[src/hdl/obo_pkg.sv]
`timescale 1ns / 1ps
// ----------------------------------------------------------------------------
// obo_pkg
// Shared types, constants and helpers for the oriented box overlap test.
// ----------------------------------------------------------------------------
package obo_pkg;

  localparam int unsigned DX_W  = 48;  // corner offset, reference units times 2^14
  localparam int unsigned LW    = 64;  // local corner coordinate, units times 2^28
  localparam int unsigned WQ_W  = 36;  // rotated contact sum after the 2^28 floor
  localparam int unsigned CNT_W = 3;

  localparam logic signed [15:0] AXIS_ONE = 16'sd16384;
  // Reciprocal of three for 36-bit operands: ceil(2^38 / 3).
  localparam logic [36:0] RECIP3 = 37'd91625968982;
  // Offset that makes a contact term nonnegative and is a multiple of three.
  localparam logic [36:0] DIV3_BIAS = 37'd51539607552;
  localparam logic signed [WQ_W-1:0] DIV3_UNBIAS = 36'sd17179869184;

  typedef logic signed [LW-1:0]   obo_wide_t;
  typedef logic signed [DX_W-1:0] obo_dx_t;

  typedef enum logic [2:0] {
    CFG_CENTRE_X    = 3'd0,
    CFG_CENTRE_Y    = 3'd1,
    CFG_AXIS_COS    = 3'd2,
    CFG_AXIS_SIN    = 3'd3,
    CFG_HALF_WIDTH  = 3'd4,
    CFG_HALF_HEIGHT = 3'd5
  } obo_cfg_idx_e;

  typedef struct packed {
    logic signed [31:0] other_centre_x;
    logic signed [31:0] other_centre_y;
    logic signed [15:0] other_axis_cos;
    logic signed [15:0] other_axis_sin;
    logic [30:0]        other_half_width;
    logic [30:0]        other_half_height;
    logic [30:0]        prior_penetration;
  } obo_in_t;

  typedef struct packed {
    logic               contact_found;
    logic signed [31:0] contact_x;
    logic signed [31:0] contact_y;
    logic               improved;
    logic [30:0]        penetration_out;
    logic signed [15:0] normal_x;
    logic signed [15:0] normal_y;
  } obo_out_t;

  // Reference box with its axes already clamped.
  typedef struct packed {
    logic signed [31:0] centre_x;
    logic signed [31:0] centre_y;
    logic signed [15:0] rc;
    logic signed [15:0] rs;
    logic [30:0]        half_w;
    logic [30:0]        half_h;
  } obo_geom_t;

  typedef struct packed {
    logic                 valid;
    obo_wide_t [3:0]      lx;
    obo_wide_t [3:0]      ly;
    logic [30:0]          prior;
  } obo_corner_t;

  typedef struct packed {
    logic             valid;
    logic             hit;
    obo_wide_t        mnx;
    obo_wide_t        mxx;
    obo_wide_t        mny;
    obo_wide_t        mxy;
    obo_wide_t        sumx;
    obo_wide_t        sumy;
    logic [CNT_W-1:0] cnt;
    logic [30:0]      prior;
  } obo_ext_t;

  function automatic logic signed [15:0] clamp_axis(input logic signed [15:0] a);
    logic signed [15:0] r;
    if (a > AXIS_ONE) begin
      r = AXIS_ONE;
    end else if (a < -AXIS_ONE) begin
      r = -AXIS_ONE;
    end else begin
      r = a;
    end
    return r;
  endfunction

  function automatic logic signed [31:0] sat32(input logic signed [36:0] v);
    logic signed [31:0] r;
    if (v > 37'sd2147483647) begin
      r = 32'sh7FFF_FFFF;
    end else if (v < -37'sd2147483648) begin
      r = 32'sh8000_0000;
    end else begin
      r = v[31:0];
    end
    return r;
  endfunction

  function automatic obo_wide_t half_to_wide(input logic [30:0] h);
    return obo_wide_t'({5'b0, h, 28'b0});
  endfunction

endpackage

[src/hdl/obo_extent.sv]
`timescale 1ns / 1ps
// ----------------------------------------------------------------------------
// obo_extent
// One stage: local bounds of the corners, the inside test, the inside count
// and sums, and the overlap decision.
// ----------------------------------------------------------------------------
module obo_extent (
  input  logic                 clk_i,
  input  logic                 rst_ni,
  input  obo_pkg::obo_corner_t corner_i,
  input  obo_pkg::obo_geom_t   geom_i,
  output obo_pkg::obo_ext_t    ext_o
);

  obo_pkg::obo_wide_t ex, ey;
  obo_pkg::obo_wide_t mnx_a, mnx_b, mxx_a, mxx_b, mny_a, mny_b, mxy_a, mxy_b;
  obo_pkg::obo_wide_t mnx, mxx, mny, mxy, sumx, sumy;
  logic [3:0]         in_box;
  logic [obo_pkg::CNT_W-1:0] cnt;
  logic               hit;
  obo_pkg::obo_ext_t  ext_d, ext_q;

  assign ex = obo_pkg::half_to_wide(geom_i.half_w);
  assign ey = obo_pkg::half_to_wide(geom_i.half_h);

  always_comb begin
    mnx_a = (corner_i.lx[1] < corner_i.lx[0]) ? corner_i.lx[1] : corner_i.lx[0];
    mnx_b = (corner_i.lx[3] < corner_i.lx[2]) ? corner_i.lx[3] : corner_i.lx[2];
    mxx_a = (corner_i.lx[1] > corner_i.lx[0]) ? corner_i.lx[1] : corner_i.lx[0];
    mxx_b = (corner_i.lx[3] > corner_i.lx[2]) ? corner_i.lx[3] : corner_i.lx[2];
    mny_a = (corner_i.ly[1] < corner_i.ly[0]) ? corner_i.ly[1] : corner_i.ly[0];
    mny_b = (corner_i.ly[3] < corner_i.ly[2]) ? corner_i.ly[3] : corner_i.ly[2];
    mxy_a = (corner_i.ly[1] > corner_i.ly[0]) ? corner_i.ly[1] : corner_i.ly[0];
    mxy_b = (corner_i.ly[3] > corner_i.ly[2]) ? corner_i.ly[3] : corner_i.ly[2];
    mnx = (mnx_b < mnx_a) ? mnx_b : mnx_a;
    mxx = (mxx_b > mxx_a) ? mxx_b : mxx_a;
    mny = (mny_b < mny_a) ? mny_b : mny_a;
    mxy = (mxy_b > mxy_a) ? mxy_b : mxy_a;

    sumx = '0;
    sumy = '0;
    cnt  = '0;
    for (int i = 0; i < 4; i++) begin
      in_box[i] = (corner_i.lx[i] >= -ex) && (corner_i.lx[i] <= ex)
               && (corner_i.ly[i] >= -ey) && (corner_i.ly[i] <= ey);
      if (in_box[i]) begin
        sumx = sumx + corner_i.lx[i];
        sumy = sumy + corner_i.ly[i];
        cnt  = cnt + 3'd1;
      end
    end

    hit = !((mxx <= -ex) || (mnx >= ex) || (mxy <= -ey) || (mny >= ey)) && (cnt != '0);

    ext_d.valid = corner_i.valid;
    ext_d.hit   = hit;
    ext_d.mnx   = mnx;
    ext_d.mxx   = mxx;
    ext_d.mny   = mny;
    ext_d.mxy   = mxy;
    ext_d.sumx  = sumx;
    ext_d.sumy  = sumy;
    ext_d.cnt   = cnt;
    ext_d.prior = corner_i.prior;
  end

  always_ff @(posedge clk_i or negedge rst_ni) begin
    if (!rst_ni) begin
      ext_q <= '0;
    end else begin
      ext_q <= ext_d;
    end
  end

  assign ext_o = ext_q;

endmodule

[config.mk]
export PLATFORM = sky130hd
export DESIGN_NAME = obo_extent
export DESIGN_NICKNAME = d
export VERILOG_FILES = /design/src/hdl/obo_pkg.sv /design/src/hdl/obo_extent.sv
export SDC_FILE = /design/constraint.sdc
export NUM_CORES = 2
export LEC_CHECK = 0
export ABC_CLOCK_PERIOD_IN_PS = 800
export BUFFER_PORTS_ARGS = -buffer_cell sky130_fd_sc_hd__buf_2
export CORE_AREA = 2 2 442 444
export DETAILED_ROUTE_END_ITERATION = 7
export DIE_AREA = 0 0 444 446
export SLEW_MARGIN = 40
export SYNTH_ARGS = -nofsm -noshare
export SYNTH_HDL_FRONTEND = slang
export SYNTH_SLANG_ARGS = --single-unit
[constraint.sdc]
create_clock -name clk_i -period 0.8 [get_ports clk_i]
set_clock_uncertainty 0.1 [all_clocks]
set_input_delay 0.16 -clock clk_i [delete_from_list [all_inputs] [get_ports clk_i]]
set_output_delay 0.16 -clock clk_i [all_outputs]
set_load 0.1 [all_outputs]
== Word-level counts from Yosys, hierarchy flattened ==
Index checks and enable logic that the tools add are counted.

* Word-level logic and storage cells: 95
* Output and inout bits: 420
* Register bits: 420

* Muxes and demuxes: 24
* Add/subtract/negate cells: 11
* Reductions and logical operators: 18
* Order comparisons: 32

{| class="wikitable"
|+ Operator list
! kind !! count
|-
| 2-to-1 mux 64 bit || 20
|-
| greater-or-equal comparator 64 bit || 8
|-
| <= comparator 64 x 60 -> 1 bit || 8
|-
| adder 64 bit || 6
|-
| > comparator 64 bit || 6
|-
| < comparator 64 bit || 6
|-
| greater-or-equal comparator 64 x 60 -> 1 bit || 2
|-
| <= comparator 64 bit || 2
|-
| negation 59 -> 64 bit || 2
|-
| logical AND 1 bit || 13
|-
| adder 3 x 1 -> 3 bit, second input constant || 3
|-
| 2-to-1 mux 3 bit || 3
|-
| logical OR 1 bit || 3
|-
| nonzero test 3 bit || 1
|-
| zero test 1 bit || 1
|-
| 2-to-1 mux 1 bit || 1
|}

== Depth between registers and ports, before layout ==
* Word-level depth: 14
* Gate-level depth with buffers: 69
* Mapped depth without buffers: 64

== Worst setup path after synthesis ==
OpenSTA, ideal clock, no wires.

* Path type: input port to flip-flop
* Start: input geom_i[3] (netlist bit)
* End: register ext_q, in the netlist ext_o[160]
* Path slack: -12.353 ns
* Arrival: 12.925 ns
* Library setup time: 0.129 ns
* Stages on the path: 64
* Required time: 0.571 ns
* Cells stage by stage: inv_1 -> nand3_1 -> nor2_1 -> and4_1 -> nand2_1 -> nor4_1 -> nand3_1 -> nor4_1 -> nand2_1 -> nor4_1 -> nand2_1 -> nor4_1 -> ha_1 -> nand4_1 -> nor2_1 -> a21oi_1 -> o21a_1 -> mux2i_1 -> (+28 left out) -> a21o_1 -> a21oi_1 -> xnor2_1 -> mux2_2 -> ha_1 -> clkbuf_1 -> a21o_1 -> a21oi_1 -> nor2b_1 -> o21ai_0 -> nand2b_1 -> nand2_1 -> o21ai_0 -> or4b_2 -> a31oi_1 -> o221ai_1 -> mux2i_1 -> a2111o_1

* Word-level cells in the longest chain between the ends: 11
* Elaborated cells on any way between the ends: 24
* Those cells by class: add/sub: 4; order compare: 8; mux: 4; reduce/logical: 8

{| class="wikitable"
|+ RTL lines
! what !! RTL line !! text
|-
| start, declared || obo_extent.sv:11 || <nowiki>input obo_pkg::obo_geom_t geom_i,</nowiki>
|-
| negation 59 -> 64 bit || obo_extent.sv:45 || <nowiki>&& (corner_i.ly[i] >= -ey) && (corner_i.ly[i] <= ey);</nowiki>
|-
| greater-or-equal comparator 64 bit || obo_extent.sv:45 ||
|-
| logical AND 1 bit (2 in series) || obo_extent.sv:45 ||
|-
| 2-to-1 mux 64 bit || obo_extent.sv:46 || <nowiki>if (in_box[i]) begin</nowiki>
|-
| adder 64 bit || obo_extent.sv:47 || <nowiki>sumx = sumx + corner_i.lx[i];</nowiki>
|-
| 2-to-1 mux 64 bit || obo_extent.sv:46 ||
|-
| adder 64 bit || obo_extent.sv:47 ||
|-
| 2-to-1 mux 64 bit || obo_extent.sv:46 ||
|-
| adder 64 bit || obo_extent.sv:47 ||
|-
| 2-to-1 mux 64 bit (*) || obo_extent.sv:46 ||
|-
| via sumx[62] || obo_extent.sv:17 || <nowiki>obo_pkg::obo_wide_t mnx, mxx, mny, mxy, sumx, sumy;</nowiki>
|-
| end signal, assigned || obo_extent.sv:71 || <nowiki>ext_q <= ext_d;</nowiki>
|-
| end, declared || obo_extent.sv:21 || <nowiki>obo_pkg::obo_ext_t ext_d, ext_q;</nowiki>
|}

The timed path passes the listed nets; every way through them passes the cells marked *.

== Final worst setup path ==
Ends and elaborated chain as after synthesis.

==> impl_metrics.env <==
export IMPL_grt_pass1_vias=91000
export IMPL_cp_top_family="compound AO/OA/AOI/OAI gates"
export IMPL_synth_cells=8934
export IMPL_routed_wirelength_um=458000
export IMPL_dp_slack_ns=-13.23
export IMPL_synth_distinct_cells=92
export IMPL_worstPathRequired_ns=1.30
export IMPL_holdBufCountCts=33
export IMPL_overflow=0
export IMPL_power_leakage_uw=0.0647
export IMPL_cp_max_fo=8
export IMPL_yosys_warnings=0
export IMPL_powerDensity_nw_per_um2=2040
export IMPL_synthToLayoutAreaGrowth_pct=68.4
export IMPL_rows=162
export IMPL_min_period_over_period_pct=1470
export IMPL_synthesis_area_um2=72400
export IMPL_critPathBufInv=11
export IMPL_dp_hpwl_um=396000
export IMPL_arrival_ns=12.25
export IMPL_grt_max_degree=76
export IMPL_synth_main_ff_cell="dfrtp_1"
export IMPL_clockBufferDepth=3
export IMPL_setup_worst_path_end_class="flop"
export IMPL_die_height_um=446
export IMPL_start_util_pct=37.4
export IMPL_globalRouteTotalUtil_pct=44.0
export IMPL_final_nets=15900
export IMPL_p_total_uw=249000
export IMPL_largest_reg_flops=420
export IMPL_timing_hold_ws_ns=-0.118
export IMPL_ys_seq_elements=420
export IMPL_yosysSeqAreaShare_pct=14.5
export IMPL_finalSetupTns_ns=-3225.29
export IMPL_final_hold_viol_count=28
export IMPL_criticalPathCategory="primary input to flop"
export IMPL_drive_gt1_share_pct=42.0
export IMPL_drc=0
export IMPL_slew_limit_headroom_pct=41.4
export IMPL_rsz0062_at_grt="true"
export IMPL_hp_class="primary input to asynchronous set/reset pin"
export IMPL_fmax_mhz=85.1
export IMPL_place_area_um2=115000
export IMPL_worstMarginPinSlew_ns=0.869
export IMPL_avgViaCountPerCell=5.80
export IMPL_layout_min_cycle_time_ns=11.75
export IMPL_ioPinCount=1124
export IMPL_setup_viol_count_final=808
export IMPL_ant_nets=0
export IMPL_clock_sinks=420
export IMPL_cpPeakStageDelay_ns=0.51
export IMPL_port_buffers=1027
export IMPL_wl_per_cell_um=28.2
export IMPL_design_area_um2=122000
export IMPL_vias=94200
export IMPL_max_vdd_ir_drop_uv=2910
export IMPL_first_iter_violations=10000
export IMPL_drv_slew=0
export IMPL_outcome="finished, violations left"
export IMPL_max_cap_violations=0
export IMPL_final_setup_worst_slack_ns=-10.95
export IMPL_dieArea_um2=198000
export IMPL_clk_pin_slew_ns=0.06
export IMPL_h_tree_depth=2
export IMPL_place_gp_congestion=1.10
export IMPL_cts_tree="done"
export IMPL_synth_nets=11200
export IMPL_chipWidth_um=444
export IMPL_coreArea_um2=194000
export IMPL_cts_root_buf="clkbuf_16"
export IMPL_cts_buffers_inserted=49
export IMPL_violations="negative hold slack, negative setup slack"
export IMPL_grt_pass1_wl_um=635000
export IMPL_slowest_stage="or4_4"
export IMPL_path_common_cell="a21o_1"
export IMPL_syn_avg_cell_area_um2=8.10
export IMPL_critPathLaunchType="primary input"
export IMPL_async_reset_ff_share_pct=100
export IMPL_antenna_found_initial=97
export IMPL_dr_pass1_iters=6
export IMPL_synth_edf_count=0
==> layout by cell type (no fill, tap or decap), types with 63 or more instances in the layout <==
master and count:
nor2b_1 85, buf_2 602, mux2i_1 509, nor3_1 127, inv_1 632, diode_2 63, o21a_1 106, a21oi_2 105
ha_4 64, mux2_2 172, ha_1 1482, nand2_1 523, xor2_1 106, nor4_1 97, o21ai_1 80, o21ai_0 421
xnor2_1 255, nand4_1 270, a21o_1 428, buf_12 495, buf_4 3670, o21bai_1 67, a21oi_1 723, nor2_1 594
nand2b_1 74, dfrtp_1 420, nand3_1 261
==> Yosys cell counts, drive strengths merged (112+ instances only) <==
cell | instances | area (um^2)
a21o | 429 | 3220
nand4 | 270 | 1690
nor4 | 118 | 753
xnor2 | 270 | 2390
nor2 | 626 | 2350
o21ai | 562 | 2820
clkbuf | 123 | 462
nor3 | 141 | 706
mux2i | 513 | 5130
ha | 1553 | 19400
buf | 112 | 538
a21oi | 841 | 4210
nand2 | 545 | 2050
nand3 | 276 | 1380
dfrtp | 420 | 10500
mux2 | 231 | 2600
inv | 641 | 2410
==> worst paths after layout <==
| path | startpoint | end | slack (ns) | cells after the start |
|---|---|---|---|---|
| worst min-delay path | rst_ni | ext_o[194] | -0.12 | 3 |
| max in group asynchronous | rst_ni | ext_o[414] | 0.16 | 4 |
| min in group clk_i | corner_i[412] | ext_o[415] | -0.11 | 4 |
| worst max-delay path | geom_i[3] | ext_o[160] | -10.95 | 67 |
==> worst min-delay path, cell delays in order <==
cell and delay [ns]:
dlygate4sd3_1 0.58, buf_8 0.12, buf_12 0.22
==> power by group <==
group | switching (uW) | total [uW] | internal (uW)
clock network | 10800 | 25100 | 14300
registers | 6090 | 33800 | 27800
logic | 114000 | 190000 | 75800
total | 131000 | 249000 | 118000
==> per-stage QoR <==
step	hold WS [ns]	cells	utilization (%)
floorplan	-0.236	8934	-
global placement	0.00795	15900	59.5
detailed placement	0.00852	15900	59.5
CTS	-0.173	16100	61.4
global route	-0.108	16200	63.0
finish	-0.118	16300	63.0
==> layer usage <==
| layer | part of all wire, % | global-route usage, % | routed length [um] |
|---|---|---|---|
| met1 | 41 | 57.4 | 189000 |
| met2 | 42 | 65.5 | 191000 |
| met3 | 9.6 | 9.48 | 44100 |
| met4 | 7.5 | 28.3 | 34500 |
| met5 | 0.039 | 0 | 180 |
==> logic make-up (layout without fill, tap and decap cells) <==
kind of cell | count (synthesis) | in the layout | share of synthesized area, %
AOI/OAI and AO/OA | 2558 | 2558 | 22.1
and+or+nand+nor | 2392 | 2392 | 16.2
adders and majority gates | 1560 | 1560 | 27.0
buffers and inverters | 878 | 5592 | 4.72
muxes | 744 | 744 | 10.7
DFF | 420 | 420 | 14.5
xor gates and xnor gates | 382 | 382 | 4.68
other | 0 | 63 | 0
==> layout make-up <==
type / instances / area (um^2)
inverters: 643 / 2450
fillers: 16700 / 71700
well taps: 2542 / 3180
clock buffers: 67 / 1360
flip-flops and latches: 420 / 10500
multi-input cells: 7636 / 62400
diodes: 63 / 158
repair inverters: 1 / 16.3
repair buffers: 4857 / 41500
clock inverters: 24 / 360
==> timing repair <==
action,CTS,global route
pin swaps,131,207
endpoints found under the hold margin,482,27
endpoints found under the setup margin,808,808
gates resized for setup,311,486
setup buffers,36,92
cloned,1,1
(Power assumes the default switching activity.)
